--- config.mk ---
export PLATFORM = sky130hd
export DESIGN_NAME = ptp_command_responder
export DESIGN_NICKNAME = d
export VERILOG_FILES = /design/src/hdl/ptpcr_pkg.sv /design/src/hdl/ptp_command_responder.sv /design/src/hdl/ptpcr_front.sv /design/src/hdl/ptpcr_queue.sv /design/src/hdl/ptpcr_back.sv
export SDC_FILE = /design/constraint.sdc
export NUM_CORES = 1
export LEC_CHECK = 0
export BUFFER_PORTS_ARGS = -buffer_cell sky130_fd_sc_hd__clkbuf_2
export CELL_PAD_IN_SITES_DETAIL_PLACEMENT = 1
export CELL_PAD_IN_SITES_GLOBAL_PLACEMENT = 2
export CORE_MARGIN = 4
export CORE_UTILIZATION = 40
export CTS_CLUSTER_DIAMETER = 30
export DETAILED_ROUTE_END_ITERATION = 12
export PLACE_DENSITY_LB_ADDON = 0.1
export SETUP_SLACK_MARGIN = 0.5
export SKIP_CTS_REPAIR_TIMING = 1
export SYNTH_ARGS = -nofsm -noshare
export SYNTH_HDL_FRONTEND = slang
export SYNTH_SLANG_ARGS = --single-unit
--- constraint.sdc ---
create_clock -name aclk -period 7.5 [get_ports aclk]
set_clock_uncertainty 0.15 [all_clocks]
set_input_delay 0 -clock aclk [delete_from_list [all_inputs] [get_ports aclk]]
set_output_delay 0 -clock aclk [all_outputs]
set_load 0.1 [all_outputs]
--- src/hdl/ptpcr_pkg.sv ---
package ptpcr_pkg;

    // Container header checks.
    localparam int unsigned MAX_PARAMS = 5;
    localparam logic [31:0] HDR_BYTES = 32'd12;
    localparam logic [31:0] MAX_LEN = HDR_BYTES + 32'(4 * MAX_PARAMS);
    localparam logic [31:0] ONE_PARAM_LEN = HDR_BYTES + 32'd4;
    localparam logic [15:0] KIND_COMMAND = 16'h0001;
    localparam logic [15:0] KIND_DATA = 16'h0002;
    localparam logic [15:0] OP_CLASS_MASK = 16'h7000;
    localparam logic [15:0] OP_CLASS_CMD = 16'h1000;

    // Operation codes that the responder serves.
    localparam logic [15:0] OPC_GET_DEVICE_INFO = 16'h1001;
    localparam logic [15:0] OPC_OPEN_SESSION = 16'h1002;
    localparam logic [15:0] OPC_CLOSE_SESSION = 16'h1003;
    localparam logic [15:0] OPC_GET_STORAGE_IDS = 16'h1004;
    localparam logic [15:0] OPC_GET_STORAGE_INFO = 16'h1005;
    localparam logic [15:0] OPC_GET_OBJ_HANDLES = 16'h1007;

    // Reset value of the storage identifier register.
    localparam logic [31:0] STORAGE_ID_RESET = 32'h0001_0001;

    // Operation selector that the front end hands to the back end.
    typedef enum logic [2:0] {
        SEL_DEVICE_INFO,
        SEL_OPEN,
        SEL_CLOSE,
        SEL_STORAGE_IDS,
        SEL_STORAGE_INFO,
        SEL_OBJ_HANDLES,
        SEL_OTHER
    } op_sel_t;

    // Response status codes.
    localparam logic [2:0] ST_OK = 3'd0;
    localparam logic [2:0] ST_GENERAL = 3'd1;
    localparam logic [2:0] ST_NO_SESSION = 3'd2;
    localparam logic [2:0] ST_UNSUPPORTED = 3'd3;
    localparam logic [2:0] ST_BAD_STORAGE = 3'd4;
    localparam logic [2:0] ST_BAD_PARAM = 3'd5;
    localparam logic [2:0] ST_ALREADY_OPEN = 3'd6;

    // Command queue between front and back end.
    localparam int unsigned QDEPTH = 2;
    localparam int unsigned QPTR_W = (QDEPTH > 1) ? $clog2(QDEPTH) : 1;
    localparam int unsigned QCNT_W = $clog2(QDEPTH + 1);

    // Output word layout.
    localparam int unsigned IN_TDATA_W = 112;
    localparam int unsigned OUT_TDATA_W = 56;
    localparam int unsigned OUT_TID_LSB = 19;

    // One classified command as it sits in the queue.
    typedef struct packed {
        logic        fmt_ok;
        op_sel_t     op_sel;
        logic        np_zero;
        logic        np_one;
        logic [31:0] tid;
        logic [31:0] p0;
    } cmd_t;

    // Data phase code for the operations that have one.
    function automatic logic [15:0] phase_code_of(input op_sel_t sel);
        logic [15:0] code;
        begin
            case (sel)
                SEL_DEVICE_INFO:  code = OPC_GET_DEVICE_INFO;
                SEL_STORAGE_IDS:  code = OPC_GET_STORAGE_IDS;
                SEL_STORAGE_INFO: code = OPC_GET_STORAGE_INFO;
                SEL_OBJ_HANDLES:  code = OPC_GET_OBJ_HANDLES;
                default:          code = 16'h0000;
            endcase
            return code;
        end
    endfunction

endpackage

--- src/hdl/ptp_command_responder.sv ---
// Command responder for a picture transfer protocol device.
// The input stream carries one parsed command container per word: length,
// operation code, transaction id and first parameter in s_tdata, container
// type in s_tuser. The output stream carries result words: a data-phase
// marker (m_tuser high) that is always followed by a response word, or a
// response alone. m_tlast marks the response that ends a command.
// A command passes through a queue entry and then the output register, which
// takes it once the output is free. The output register issues one word per
// cycle while m_tready is high, and a command yields one word, or two when it
// has a data phase; a two-entry command queue lets the input keep taking words
// while the output stalls. When m_tready is low the current word holds and the
// queue fills; s_tready falls once both queue entries are taken.
// Reset (aresetn low, synchronous) closes the session, sets the expected
// transaction id to zero, restores the storage id register and empties the
// queue and the output register. cfg_wr_en writes the storage id register
// from cfg_wr_data; write it only while no command is in flight.
module ptp_command_responder (
    input  logic        aclk,
    input  logic        aresetn,
    input  logic        cfg_wr_en,
    input  logic [31:0] cfg_wr_data,
    input  logic        s_tvalid,
    output logic        s_tready,
    // container_length [31:0], op_code [47:32], transaction_id [79:48],
    // first_param [111:80]
    input  logic [ptpcr_pkg::IN_TDATA_W-1:0] s_tdata,
    // container_kind [15:0]
    input  logic [15:0] s_tuser,
    output logic        m_tvalid,
    input  logic        m_tready,
    // phase_code [15:0], status [18:16], reply_transaction [50:19], zeros above
    output logic [ptpcr_pkg::OUT_TDATA_W-1:0] m_tdata,
    // is_data_phase [0]
    output logic        m_tuser,
    // last_of_run
    output logic        m_tlast
);
    import ptpcr_pkg::*;

    cmd_t        front_cmd;
    cmd_t        head_cmd;
    logic        q_full;
    logic        q_head_valid;
    logic        q_pop;
    logic [15:0] phase_code;
    logic [2:0]  status;
    logic [31:0] reply_tid;

    // Front end: header checks and opcode classification.
    ptpcr_front u_front (
        .container_length (s_tdata[31:0]),
        .container_kind   (s_tuser),
        .op_code          (s_tdata[47:32]),
        .transaction_id   (s_tdata[79:48]),
        .first_param      (s_tdata[111:80]),
        .cmd              (front_cmd)
    );

    assign s_tready = !q_full;

    // Queue of classified commands.
    ptpcr_queue u_queue (
        .aclk       (aclk),
        .aresetn    (aresetn),
        .push       (s_tvalid),
        .push_cmd   (front_cmd),
        .full       (q_full),
        .pop        (q_pop),
        .head_valid (q_head_valid),
        .head_cmd   (head_cmd)
    );

    // Back end: session state and result words.
    ptpcr_back u_back (
        .aclk           (aclk),
        .aresetn        (aresetn),
        .cfg_wr_en      (cfg_wr_en),
        .cfg_wr_data    (cfg_wr_data),
        .head_valid     (q_head_valid),
        .head_cmd       (head_cmd),
        .pop            (q_pop),
        .out_valid      (m_tvalid),
        .out_ready      (m_tready),
        .out_is_data    (m_tuser),
        .out_phase_code (phase_code),
        .out_status     (status),
        .out_reply_tid  (reply_tid),
        .out_last       (m_tlast)
    );

    assign m_tdata = {5'd0, reply_tid, status, phase_code};

    // A data-phase marker never ends a command.
    assert property (@(posedge aclk) disable iff (!aresetn)
        m_tvalid && m_tuser |-> !m_tlast)
        else $error("data-phase marker flagged as last word");

    // A taken data-phase marker is followed at once by a success response.
    assert property (@(posedge aclk) disable iff (!aresetn)
        m_tvalid && m_tready && m_tuser |=>
            m_tvalid && !m_tuser && m_tlast && status == ST_OK)
        else $error("data-phase marker not followed by success response");

    // The response after a data-phase marker repeats its transaction id.
    assert property (@(posedge aclk) disable iff (!aresetn)
        m_tvalid && m_tready && m_tuser |=>
            m_tdata[OUT_TID_LSB +: 32] == $past(m_tdata[OUT_TID_LSB +: 32]))
        else $error("transaction id advanced inside a data phase");

    // The queue never takes a word while it is full.
    assert property (@(posedge aclk) disable iff (!aresetn)
        q_full |-> !s_tready)
        else $error("command queue accepted a word while full");

endmodule

--- src/hdl/ptpcr_front.sv ---
module ptpcr_front (
    input  logic [31:0]   container_length,
    input  logic [15:0]   container_kind,
    input  logic [15:0]   op_code,
    input  logic [31:0]   transaction_id,
    input  logic [31:0]   first_param,
    output ptpcr_pkg::cmd_t cmd
);
    import ptpcr_pkg::*;

    logic    len_ok;
    logic    kind_ok;
    logic    class_ok;
    op_sel_t sel;

    // Header checks: the length must hold a whole number of parameter words,
    // from none up to the maximum parameter count.
    always_comb begin
        len_ok = (container_length >= HDR_BYTES) && (container_length <= MAX_LEN) &&
                 (container_length[1:0] == 2'b00);
        kind_ok = (container_kind == KIND_COMMAND) || (container_kind == KIND_DATA);
        class_ok = ((op_code & OP_CLASS_MASK) == OP_CLASS_CMD);
    end

    // Map the opcode onto the operation selector.
    always_comb begin
        case (op_code)
            OPC_GET_DEVICE_INFO:  sel = SEL_DEVICE_INFO;
            OPC_OPEN_SESSION:     sel = SEL_OPEN;
            OPC_CLOSE_SESSION:    sel = SEL_CLOSE;
            OPC_GET_STORAGE_IDS:  sel = SEL_STORAGE_IDS;
            OPC_GET_STORAGE_INFO: sel = SEL_STORAGE_INFO;
            OPC_GET_OBJ_HANDLES:  sel = SEL_OBJ_HANDLES;
            default:              sel = SEL_OTHER;
        endcase
    end

    assign cmd.fmt_ok = len_ok && kind_ok && class_ok;
    assign cmd.op_sel = sel;
    assign cmd.np_zero = (container_length == HDR_BYTES);
    assign cmd.np_one = (container_length == ONE_PARAM_LEN);
    assign cmd.tid = transaction_id;
    assign cmd.p0 = first_param;

endmodule

--- src/hdl/ptpcr_queue.sv ---
module ptpcr_queue (
    input  logic            aclk,
    input  logic            aresetn,
    input  logic            push,
    input  ptpcr_pkg::cmd_t push_cmd,
    output logic            full,
    input  logic            pop,
    output logic            head_valid,
    output ptpcr_pkg::cmd_t head_cmd
);
    import ptpcr_pkg::*;

    cmd_t              mem_reg [QDEPTH];
    logic [QPTR_W-1:0] wr_ptr_reg;
    logic [QPTR_W-1:0] wr_ptr_next;
    logic [QPTR_W-1:0] rd_ptr_reg;
    logic [QPTR_W-1:0] rd_ptr_next;
    logic [QCNT_W-1:0] count_reg;
    logic [QCNT_W-1:0] count_next;
    logic              do_push;
    logic              do_pop;

    assign full = (count_reg == QCNT_W'(QDEPTH));
    assign head_valid = (count_reg != '0);
    assign head_cmd = mem_reg[rd_ptr_reg];
    assign do_push = push && !full;
    assign do_pop = pop && head_valid;

    // Pointer and fill count update.
    always_comb begin
        wr_ptr_next = wr_ptr_reg;
        rd_ptr_next = rd_ptr_reg;
        count_next = count_reg;
        if (do_push) begin
            wr_ptr_next = (wr_ptr_reg == QPTR_W'(QDEPTH - 1)) ? '0 : wr_ptr_reg + 1'b1;
        end
        if (do_pop) begin
            rd_ptr_next = (rd_ptr_reg == QPTR_W'(QDEPTH - 1)) ? '0 : rd_ptr_reg + 1'b1;
        end
        if (do_push && !do_pop) begin
            count_next = count_reg + 1'b1;
        end else if (do_pop && !do_push) begin
            count_next = count_reg - 1'b1;
        end
    end

    always_ff @(posedge aclk) begin
        if (!aresetn) begin
            wr_ptr_reg <= '0;
            rd_ptr_reg <= '0;
            count_reg <= '0;
        end else begin
            wr_ptr_reg <= wr_ptr_next;
            rd_ptr_reg <= rd_ptr_next;
            count_reg <= count_next;
        end
    end

    // Entry storage needs no reset.
    always_ff @(posedge aclk) begin
        if (do_push) begin
            mem_reg[wr_ptr_reg] <= push_cmd;
        end
    end

endmodule

--- src/hdl/ptpcr_back.sv ---
module ptpcr_back (
    input  logic            aclk,
    input  logic            aresetn,
    input  logic            cfg_wr_en,
    input  logic [31:0]     cfg_wr_data,
    input  logic            head_valid,
    input  ptpcr_pkg::cmd_t head_cmd,
    output logic            pop,
    output logic            out_valid,
    input  logic            out_ready,
    output logic            out_is_data,
    output logic [15:0]     out_phase_code,
    output logic [2:0]      out_status,
    output logic [31:0]     out_reply_tid,
    output logic            out_last
);
    import ptpcr_pkg::*;

    logic [31:0] storage_id_reg;
    logic [31:0] session_reg;
    logic [31:0] session_next;
    logic [31:0] exp_tid_reg;
    logic [31:0] exp_tid_next;
    logic        pend_reg;
    logic        pend_next;
    logic        out_valid_reg;
    logic        out_valid_next;
    logic        out_is_data_reg;
    logic        out_is_data_next;
    logic [15:0] out_code_reg;
    logic [15:0] out_code_next;
    logic [2:0]  out_status_reg;
    logic [2:0]  out_status_next;
    logic [31:0] out_tid_reg;
    logic [31:0] out_tid_next;
    logic        out_last_reg;
    logic        out_last_next;

    logic        load_ok;
    logic        seq_ok;
    logic        sess_open;
    logic        has_data;
    logic        sess_set;
    logic        sess_clr;
    logic [2:0]  status;

    assign load_ok = !out_valid_reg || out_ready;
    assign seq_ok = (head_cmd.tid == exp_tid_reg);
    assign sess_open = (session_reg != '0);

    // Carry out the operation at the head of the queue against the session state.
    always_comb begin
        has_data = 1'b0;
        sess_set = 1'b0;
        sess_clr = 1'b0;
        status = ST_OK;
        if (!head_cmd.fmt_ok) begin
            status = ST_GENERAL;
        end else begin
            case (head_cmd.op_sel)
                SEL_DEVICE_INFO: begin
                    if (!head_cmd.np_zero || (head_cmd.tid != '0 && !seq_ok)) begin
                        status = ST_GENERAL;
                    end else begin
                        has_data = 1'b1;
                    end
                end
                SEL_OPEN: begin
                    if (!head_cmd.np_one) begin
                        status = ST_GENERAL;
                    end else if (head_cmd.p0 == '0) begin
                        status = ST_BAD_PARAM;
                    end else if (sess_open) begin
                        status = ST_ALREADY_OPEN;
                    end else begin
                        sess_set = 1'b1;
                    end
                end
                SEL_CLOSE: begin
                    if (!head_cmd.np_zero || !seq_ok) begin
                        status = ST_GENERAL;
                    end else if (!sess_open) begin
                        status = ST_NO_SESSION;
                    end else begin
                        sess_clr = 1'b1;
                    end
                end
                SEL_STORAGE_IDS, SEL_STORAGE_INFO, SEL_OBJ_HANDLES: begin
                    if (!seq_ok) begin
                        status = ST_GENERAL;
                    end else if (!sess_open) begin
                        status = ST_NO_SESSION;
                    end else if (head_cmd.op_sel == SEL_STORAGE_IDS && !head_cmd.np_zero) begin
                        status = ST_GENERAL;
                    end else if (head_cmd.op_sel == SEL_STORAGE_INFO && !head_cmd.np_one) begin
                        status = ST_GENERAL;
                    end else if (head_cmd.op_sel == SEL_STORAGE_INFO &&
                                 head_cmd.p0 != storage_id_reg) begin
                        status = ST_BAD_STORAGE;
                    end else if (head_cmd.op_sel == SEL_OBJ_HANDLES && head_cmd.np_zero) begin
                        status = ST_BAD_PARAM;
                    end else begin
                        has_data = 1'b1;
                    end
                end
                default: begin
                    status = ST_UNSUPPORTED;
                end
            endcase
        end
    end

    // Output register: a pending response goes first, then the next command.
    always_comb begin
        pop = 1'b0;
        pend_next = pend_reg;
        session_next = session_reg;
        exp_tid_next = exp_tid_reg;
        out_valid_next = out_valid_reg;
        out_is_data_next = out_is_data_reg;
        out_code_next = out_code_reg;
        out_status_next = out_status_reg;
        out_tid_next = out_tid_reg;
        out_last_next = out_last_reg;
        if (load_ok && pend_reg) begin
            // Success response that follows a data-phase marker.
            pend_next = 1'b0;
            out_valid_next = 1'b1;
            out_is_data_next = 1'b0;
            out_code_next = '0;
            out_status_next = ST_OK;
            out_tid_next = exp_tid_reg;
            out_last_next = 1'b1;
            exp_tid_next = exp_tid_reg + 32'd1;
        end else if (load_ok && head_valid) begin
            pop = 1'b1;
            out_valid_next = 1'b1;
            out_tid_next = exp_tid_reg;
            if (has_data) begin
                pend_next = 1'b1;
                out_is_data_next = 1'b1;
                out_code_next = phase_code_of(head_cmd.op_sel);
                out_status_next = ST_OK;
                out_last_next = 1'b0;
            end else begin
                out_is_data_next = 1'b0;
                out_code_next = '0;
                out_status_next = status;
                out_last_next = 1'b1;
                exp_tid_next = exp_tid_reg + 32'd1;
            end
            if (sess_set) begin
                session_next = head_cmd.p0;
            end else if (sess_clr) begin
                session_next = '0;
            end
        end else if (out_ready) begin
            out_valid_next = 1'b0;
        end
    end

    always_ff @(posedge aclk) begin
        if (!aresetn) begin
            storage_id_reg <= STORAGE_ID_RESET;
            session_reg <= '0;
            exp_tid_reg <= '0;
            pend_reg <= 1'b0;
            out_valid_reg <= 1'b0;
        end else begin
            if (cfg_wr_en) begin
                storage_id_reg <= cfg_wr_data;
            end
            session_reg <= session_next;
            exp_tid_reg <= exp_tid_next;
            pend_reg <= pend_next;
            out_valid_reg <= out_valid_next;
        end
    end

    // Output payload needs no reset.
    always_ff @(posedge aclk) begin
        out_is_data_reg <= out_is_data_next;
        out_code_reg <= out_code_next;
        out_status_reg <= out_status_next;
        out_tid_reg <= out_tid_next;
        out_last_reg <= out_last_next;
    end

    assign out_valid = out_valid_reg;
    assign out_is_data = out_is_data_reg;
    assign out_phase_code = out_code_reg;
    assign out_status = out_status_reg;
    assign out_reply_tid = out_tid_reg;
    assign out_last = out_last_reg;

endmodule

---- Word level (Yosys, flattened, before mapping) ----
Memories as Yosys holds them, arrays and structs flattened. A register that Yosys moved wholly into a read port is not among the register bits.
Cells that the tools add are included.
word-level totals
  bits of input ports ..................... 165
  logic and storage cells ................. 142
  memories kept ........................... 1
  output and inout bits ................... 60
  bits in writable memories ............... 140
  register bits after elaboration ......... 155
operators by class
  muxes and demuxes ....................... 58
  bitwise logic cells ..................... 2
  reductions and logical operators ........ 41
  magnitude comparators ................... 2
  eq/ne operators ......................... 20
  $add $sub $neg .......................... 5
memories
  memory           words  width  rd ports  clocked after memory_dff  write ports  line               source
  u_queue.mem_reg  2      70     1         1                         1            ptpcr_queue.sv:13  cmd_t mem_reg [QDEPTH];
operator list
  kind                                                   count
  two-way mux 32 bit                                     7
  equality test 16 x 13 -> 1 bit, second input constant  6
  nonzero test 32 bit                                    2
  one-hot mux 13 bit (4 select lines)                    1
  two-way mux 3 bit                                      12
  adder 32 x 1 -> 32 bit, second input constant          1
  equality test 32 bit                                   1
  equality test 32 x 4 -> 1 bit, second input constant   1
  equality test 32 x 5 -> 1 bit, second input constant   1
  >= comparator 32 x 4 -> 1 bit, second input constant   1
  <= comparator 32 x 6 -> 1 bit, second input constant   1
  logical NOT 32 bit                                     1
  != test 32 bit                                         1
  two-way mux 1 bit                                      31
  one-hot mux 3 bit (6 select lines)                     1
  equality test 16 x 1 -> 1 bit, second input constant   1
  equality test 16 x 2 -> 1 bit, second input constant   1
  logical AND 1 bit                                      15
  two-way mux 13 bit                                     1
  one-hot mux 3 bit (4 select lines)                     1
  nonzero test 2 bit                                     4
  logical NOT 1 bit                                      7
  equality test 3 x 1 -> 1 bit, second input constant    2
  equality test 3 x 2 -> 1 bit, second input constant    2
  17 further kinds                                       26

---- Longest topological paths before layout ----
  word-level depth ........................ 13
  depth in mapped cells ................... 12
  depth with buffers taken out ............ 9

---- Cells and area by module ----
A second synthesis with hierarchy kept.
unflattened totals
  cell total of the unflattened synthesis .. 1039
  area total of the unflattened synthesis .. 12577.1 um2
modules (own cells, without submodules)
  module                 cells each  area each (um2)  sequential area each (um2)  times used
  ptpcr_back             683         6500.0           3103.0                      1
  ptpcr_queue            243         5268.8           4304.1                      1
  ptpcr_front            106         763.2            0.0                         1
  ptp_command_responder  7           45.0             0.0                         1

---- Least setup slack after synthesis ----
Ideal clock, no wire load.
  path kind ............................... register to register
  start point ............................. reg u_queue.count_reg[0]
  end point ............................... mem u_queue.mem_reg[0][0] (netlist bit), enable pin
  period minus slack after synthesis ...... 5062 ps
  library setup time ...................... 499 ps
  slack ................................... 2438 ps
  path buffers ............................ 0
  data required time ...................... 6851 ps
  arrival ................................. 4413 ps
  stages on the path, launching flop included .. 4
  cells stage by stage .................... dfxtp_1 > nand2b_1 > nand2_1 > nor2_1
between the ends
  longest elaborated chain between the ends .. 5
RTL lines
  what                                     line                         source
  start: declaration                       ptpcr_queue.sv:18            logic [QCNT_W-1:0] count_reg;
  start signal: assignment                 ptpcr_queue.sv:55            count_reg <= count_next;
  equality test 2 bit                      ptpcr_queue.sv:23            assign full = (count_reg == QCNT_W'(QDEPTH));
  logical NOT 1 bit                        n/a
  net s_tready                             ptp_command_responder.sv:23  output logic s_tready,
  logical AND 1 bit                        ptpcr_queue.sv:26            assign do_push = push && !full;
  two-way mux 1 bit                        ptpcr_queue.sv:61            if (do_push) begin
  two-way mux 1 bit (not written as such)  ptpcr_queue.sv:62            mem_reg[wr_ptr_reg] <= push_cmd;
  end: declaration                         ptpcr_queue.sv:13
The timed path passes the listed nets, and every way through them passes these cells.

==> flow_summary.json <==
{
  "synthMuxAreaShare_pct": 9.36,
  "synthSimpleGateAreaFrac_pct": 14.3,
  "final_core_util_pct": 55.8,
  "maxCapViolCount": 0,
  "mappedNetlistArea_sq_um": 12200,
  "clkPwrFrac_pct": 41.8,
  "tritoncts": "done",
  "seq_power_share_pct": 33.3,
  "rows": 63,
  "drt_iter0_markers": 652,
  "swShare_pct": 34.9,
  "tns_ns": 0,
  "die_h_um": 183,
  "die_width_um": 183,
  "htree_levels": 2,
  "vias_per_cell": 5.26,
  "drt_first_pass_iters": 5,
  "rsz0062_at_grt": "false",
  "worst_pin_slew_ns": 1.18,
  "clock_path_buffers": 3,
  "hold_path.class": "input port to flip-flop",
  "io_buffer_count": 207,
  "dieArea_sq_um": 33300,
  "max_freq_mhz": 213,
  "p_total_mw": 6.22,
  "endpoint_kind": "flip-flop",
  "fillerInstances": 3124,
  "critPathSlowestCell": "a32o_2",
  "cp-start-kind": "flip-flop",
  "insertion_delay_ns": 0.57,
  "vias": 9447,
  "slew_violations": 0,
  "cpPeakStageDelay_ns": 1.03,
  "crit_path_cell_trace": "buf_4 -> mux2i_1 -> nand2_1 -> nor2_1 -> o21ai_0 -> a2111oi_1 -> a32o_2 -> o311ai_0 -> o41ai_1",
  "antenna_found_initial": 0,
  "grt_pass1_wl_mm": 53.5,
  "power_frac_comb_pct": 24.9,
  "wl_per_cell_um": 20.8,
  "leakagePower_nw": 6.26,
  "gp_congestion": 0.831,
  "path_max_fanout": 59,
  "hold_violations": 0,
  "cts.sinks": 284,
  "cts_made_buffers": 60,
  "gr-total-overflow": 0,
  "min_period_ns": 4.69,
  "synthAdderAreaFrac_pct": 0.205,
  "ys_ff_latch": 284,
  "final-setup-viol-count": 0,
  "largest_reg_flops": 140,
  "grt_max_degree": 71,
  "drc": 0,
  "synthCells": 1002,
  "cts.clk_slew.worst_paths_ns": 0.05,
  "drive_above_1_share_pct": 24.9,
  "wl_mm": 37.4,
  "clockRootBuffer": "clkbuf_16",
  "synth-edff-count": 172,
  "syn2layout_area_growth_pct": 36.7,
  "n_antenna_cell": 0,
  "finalCritPeriodShare_pct": 62.5,
  "hpwl_mm": 25.5,
  "worstSetupPathType": "flip-flop to flip-flop",
  "p_per_area_nw_per_um2": 373,
  "status": "finished, final reports clean",
  "final_nets": 1523,
  "synth_top_family_by_area": "simple AND/OR/NAND/NOR gates",
  "async_flop_share_pct": 0,
  "grt_pass1_vias": 9308,
  "vdd_drop_max_mv": 0.190,
  "synth_compound_area_share_pct": 6.87,
  "required_ns": 7.80,
  "syn_area_per_cell_sq_um": 12.2,
  "core_area_sq_um": 29900,
  "ios": 225,
  "ant_nets": 0,
  "ys_seq_area_share_pct": 60.7,
  "ys_types": 63,
  "grt_util_all_layers_pct": 20.6,
  "power.switching_mw": 2.17,
  "p_int_mw": 4.05,
  "start_util_pct": 40.8,
  "synth-xor-area-share_pct": 5.03,
  "cp_data_arrival_time_ns": 4.99,
  "synth_top_flop_cell": "edfxtp_1",
  "slew_headroom_pct": 21.4,
  "yosys_warnings": 0
}
[layer usage]
| metal | track usage (%) | part of all wire, % | up-vias |
|---|---|---|---|
| li1 | - | - | 4455 |
| met1 | 31.2 | 47 | 4644 |
| met2 | 30.5 | 46 | 304 |
| met3 | 4.56 | 5.4 | 44 |
| met4 | 4.35 | 1.4 | 0 |
| met5 | 0 | 0 | - |
[worst paths after layout]
| path | startpoint | endpoint | slack (ns) | depth (start not counted) |
|---|---|---|---|---|
| worst max register to register | flip-flop | u_back.exp_tid_reg[30] | 2.81 | 9 |
| worst min-delay path | s_tdata[57] | u_queue.mem_reg[1][41] | 0.02 | 2 |
| worst min register to register | u_back.out_status[1] | u_back.out_status[1] | 0.32 | 1 |
| worst max-delay path | flip-flop | u_back.exp_tid_reg[30] | 2.81 | 9 |
[critical path, delay by kind of cell, from the launching register on]
family          cells  cell delay [ns]
mux                 1             0.59
flops               1             0.75
simple gates        2             0.44
compound gates      5             1.93
buf+inv             1             0.68
[layout by cell type (no fill, tap or decap), types with 25 or more instances in the layout]
cell and n:
clkbuf_2 207, clkbuf_16 60, xnor2_1 65, nand2_1 41
nand4_1 26, nor4_1 60, nor2_1 115, mux2i_1 105
o21ai_0 25, a21oi_1 55, dfxtp_1 111, dlygate4sd3_1 119
edfxtp_1 172
[power by group through the flow]
stage | logic, mW | registers, mW | clock network, mW
2_1_floorplan | 0.724 | 2.52 | 0
3_3_place_gp | 1.50 | 2.09 | 0
3_5_place_dp | 1.50 | 2.10 | 0
4_1_cts | 1.51 | 2.07 | 2.63
5_1_grt | 1.63 | 2.10 | 2.73
6_report | 1.55 | 2.07 | 2.60
[area by class of cell]
type                    count  area (sq um)  share of cell area, %
clock buffers              71          1580                   9.50
clock inverters            40           447                   2.68
inverters                   5          18.8                  0.113
multi-input cells         673          4440                   26.7
flip-flops and latches    284          7410                   44.5
well taps                 390           488                   2.93
repair buffers            332          2270                   13.6
[per-stage QoR]
stage | std cells | hold slack [ns] | setup WS (ns) | area (sq um)
finish | 1795 | 0.0154 | 2.81 | 16700
global route | 1795 | -0.00192 | 2.44 | 16700
CTS | 1676 | -0.543 | 2.87 | 15500
detailed placement | 1565 | 0.0452 | 2.86 | 13400
global placement | 1565 | 0.0407 | 2.95 | 13400
floorplan | 1018 | -0.0511 | 2.44 | 12300
[cell families (layout without fill, tap and decap cells)]
group | count (synthesis) | after routing
AO/OA/AOI/OAI | 133 | 133
AND/OR/NAND/NOR | 339 | 339
XOR/XNOR | 70 | 70
multiplexers | 112 | 112
adder cells (fa/ha/maj) | 2 | 2
flip-flops | 284 | 284
buffers and inverters | 61 | 448
other | 1 | 17
[synthesized netlist by cell type (all sizes together) (2+ instances only)]
cell | number | share of area (%)
edfxtp | 172 | 42
mux2i | 105 | 8.6
o21ai | 29 | 1.2
nor4 | 60 | 3.1
dfxtp | 112 | 18
and4 | 3 | 0.22
and3 | 11 | 0.56
a31oi | 2 | 0.10
buf | 39 | 2.7
o211ai | 4 | 0.36
xnor2 | 65 | 4.7
nand2b | 13 | 0.73
nor3b | 3 | 0.18
or3 | 16 | 0.82
nand2 | 41 | 1.3
ha | 2 | 0.21
a21oi | 67 | 3.1
o21a | 2 | 0.12
inv | 5 | 0.15
nand3 | 18 | 0.74
a22o | 2 | 0.14
or4 | 13 | 0.80
a22oi | 2 | 0.12
mux2 | 6 | 0.55
nor2 | 117 | 3.6
a32o | 2 | 0.17
nand4 | 26 | 1.3
o31ai | 12 | 0.74
or2 | 4 | 0.21
xor2 | 5 | 0.36
and2 | 2 | 0.12
clkbuf | 17 | 0.52
nor3 | 6 | 0.25
Note: power is estimated with default switching activity, not from simulation.
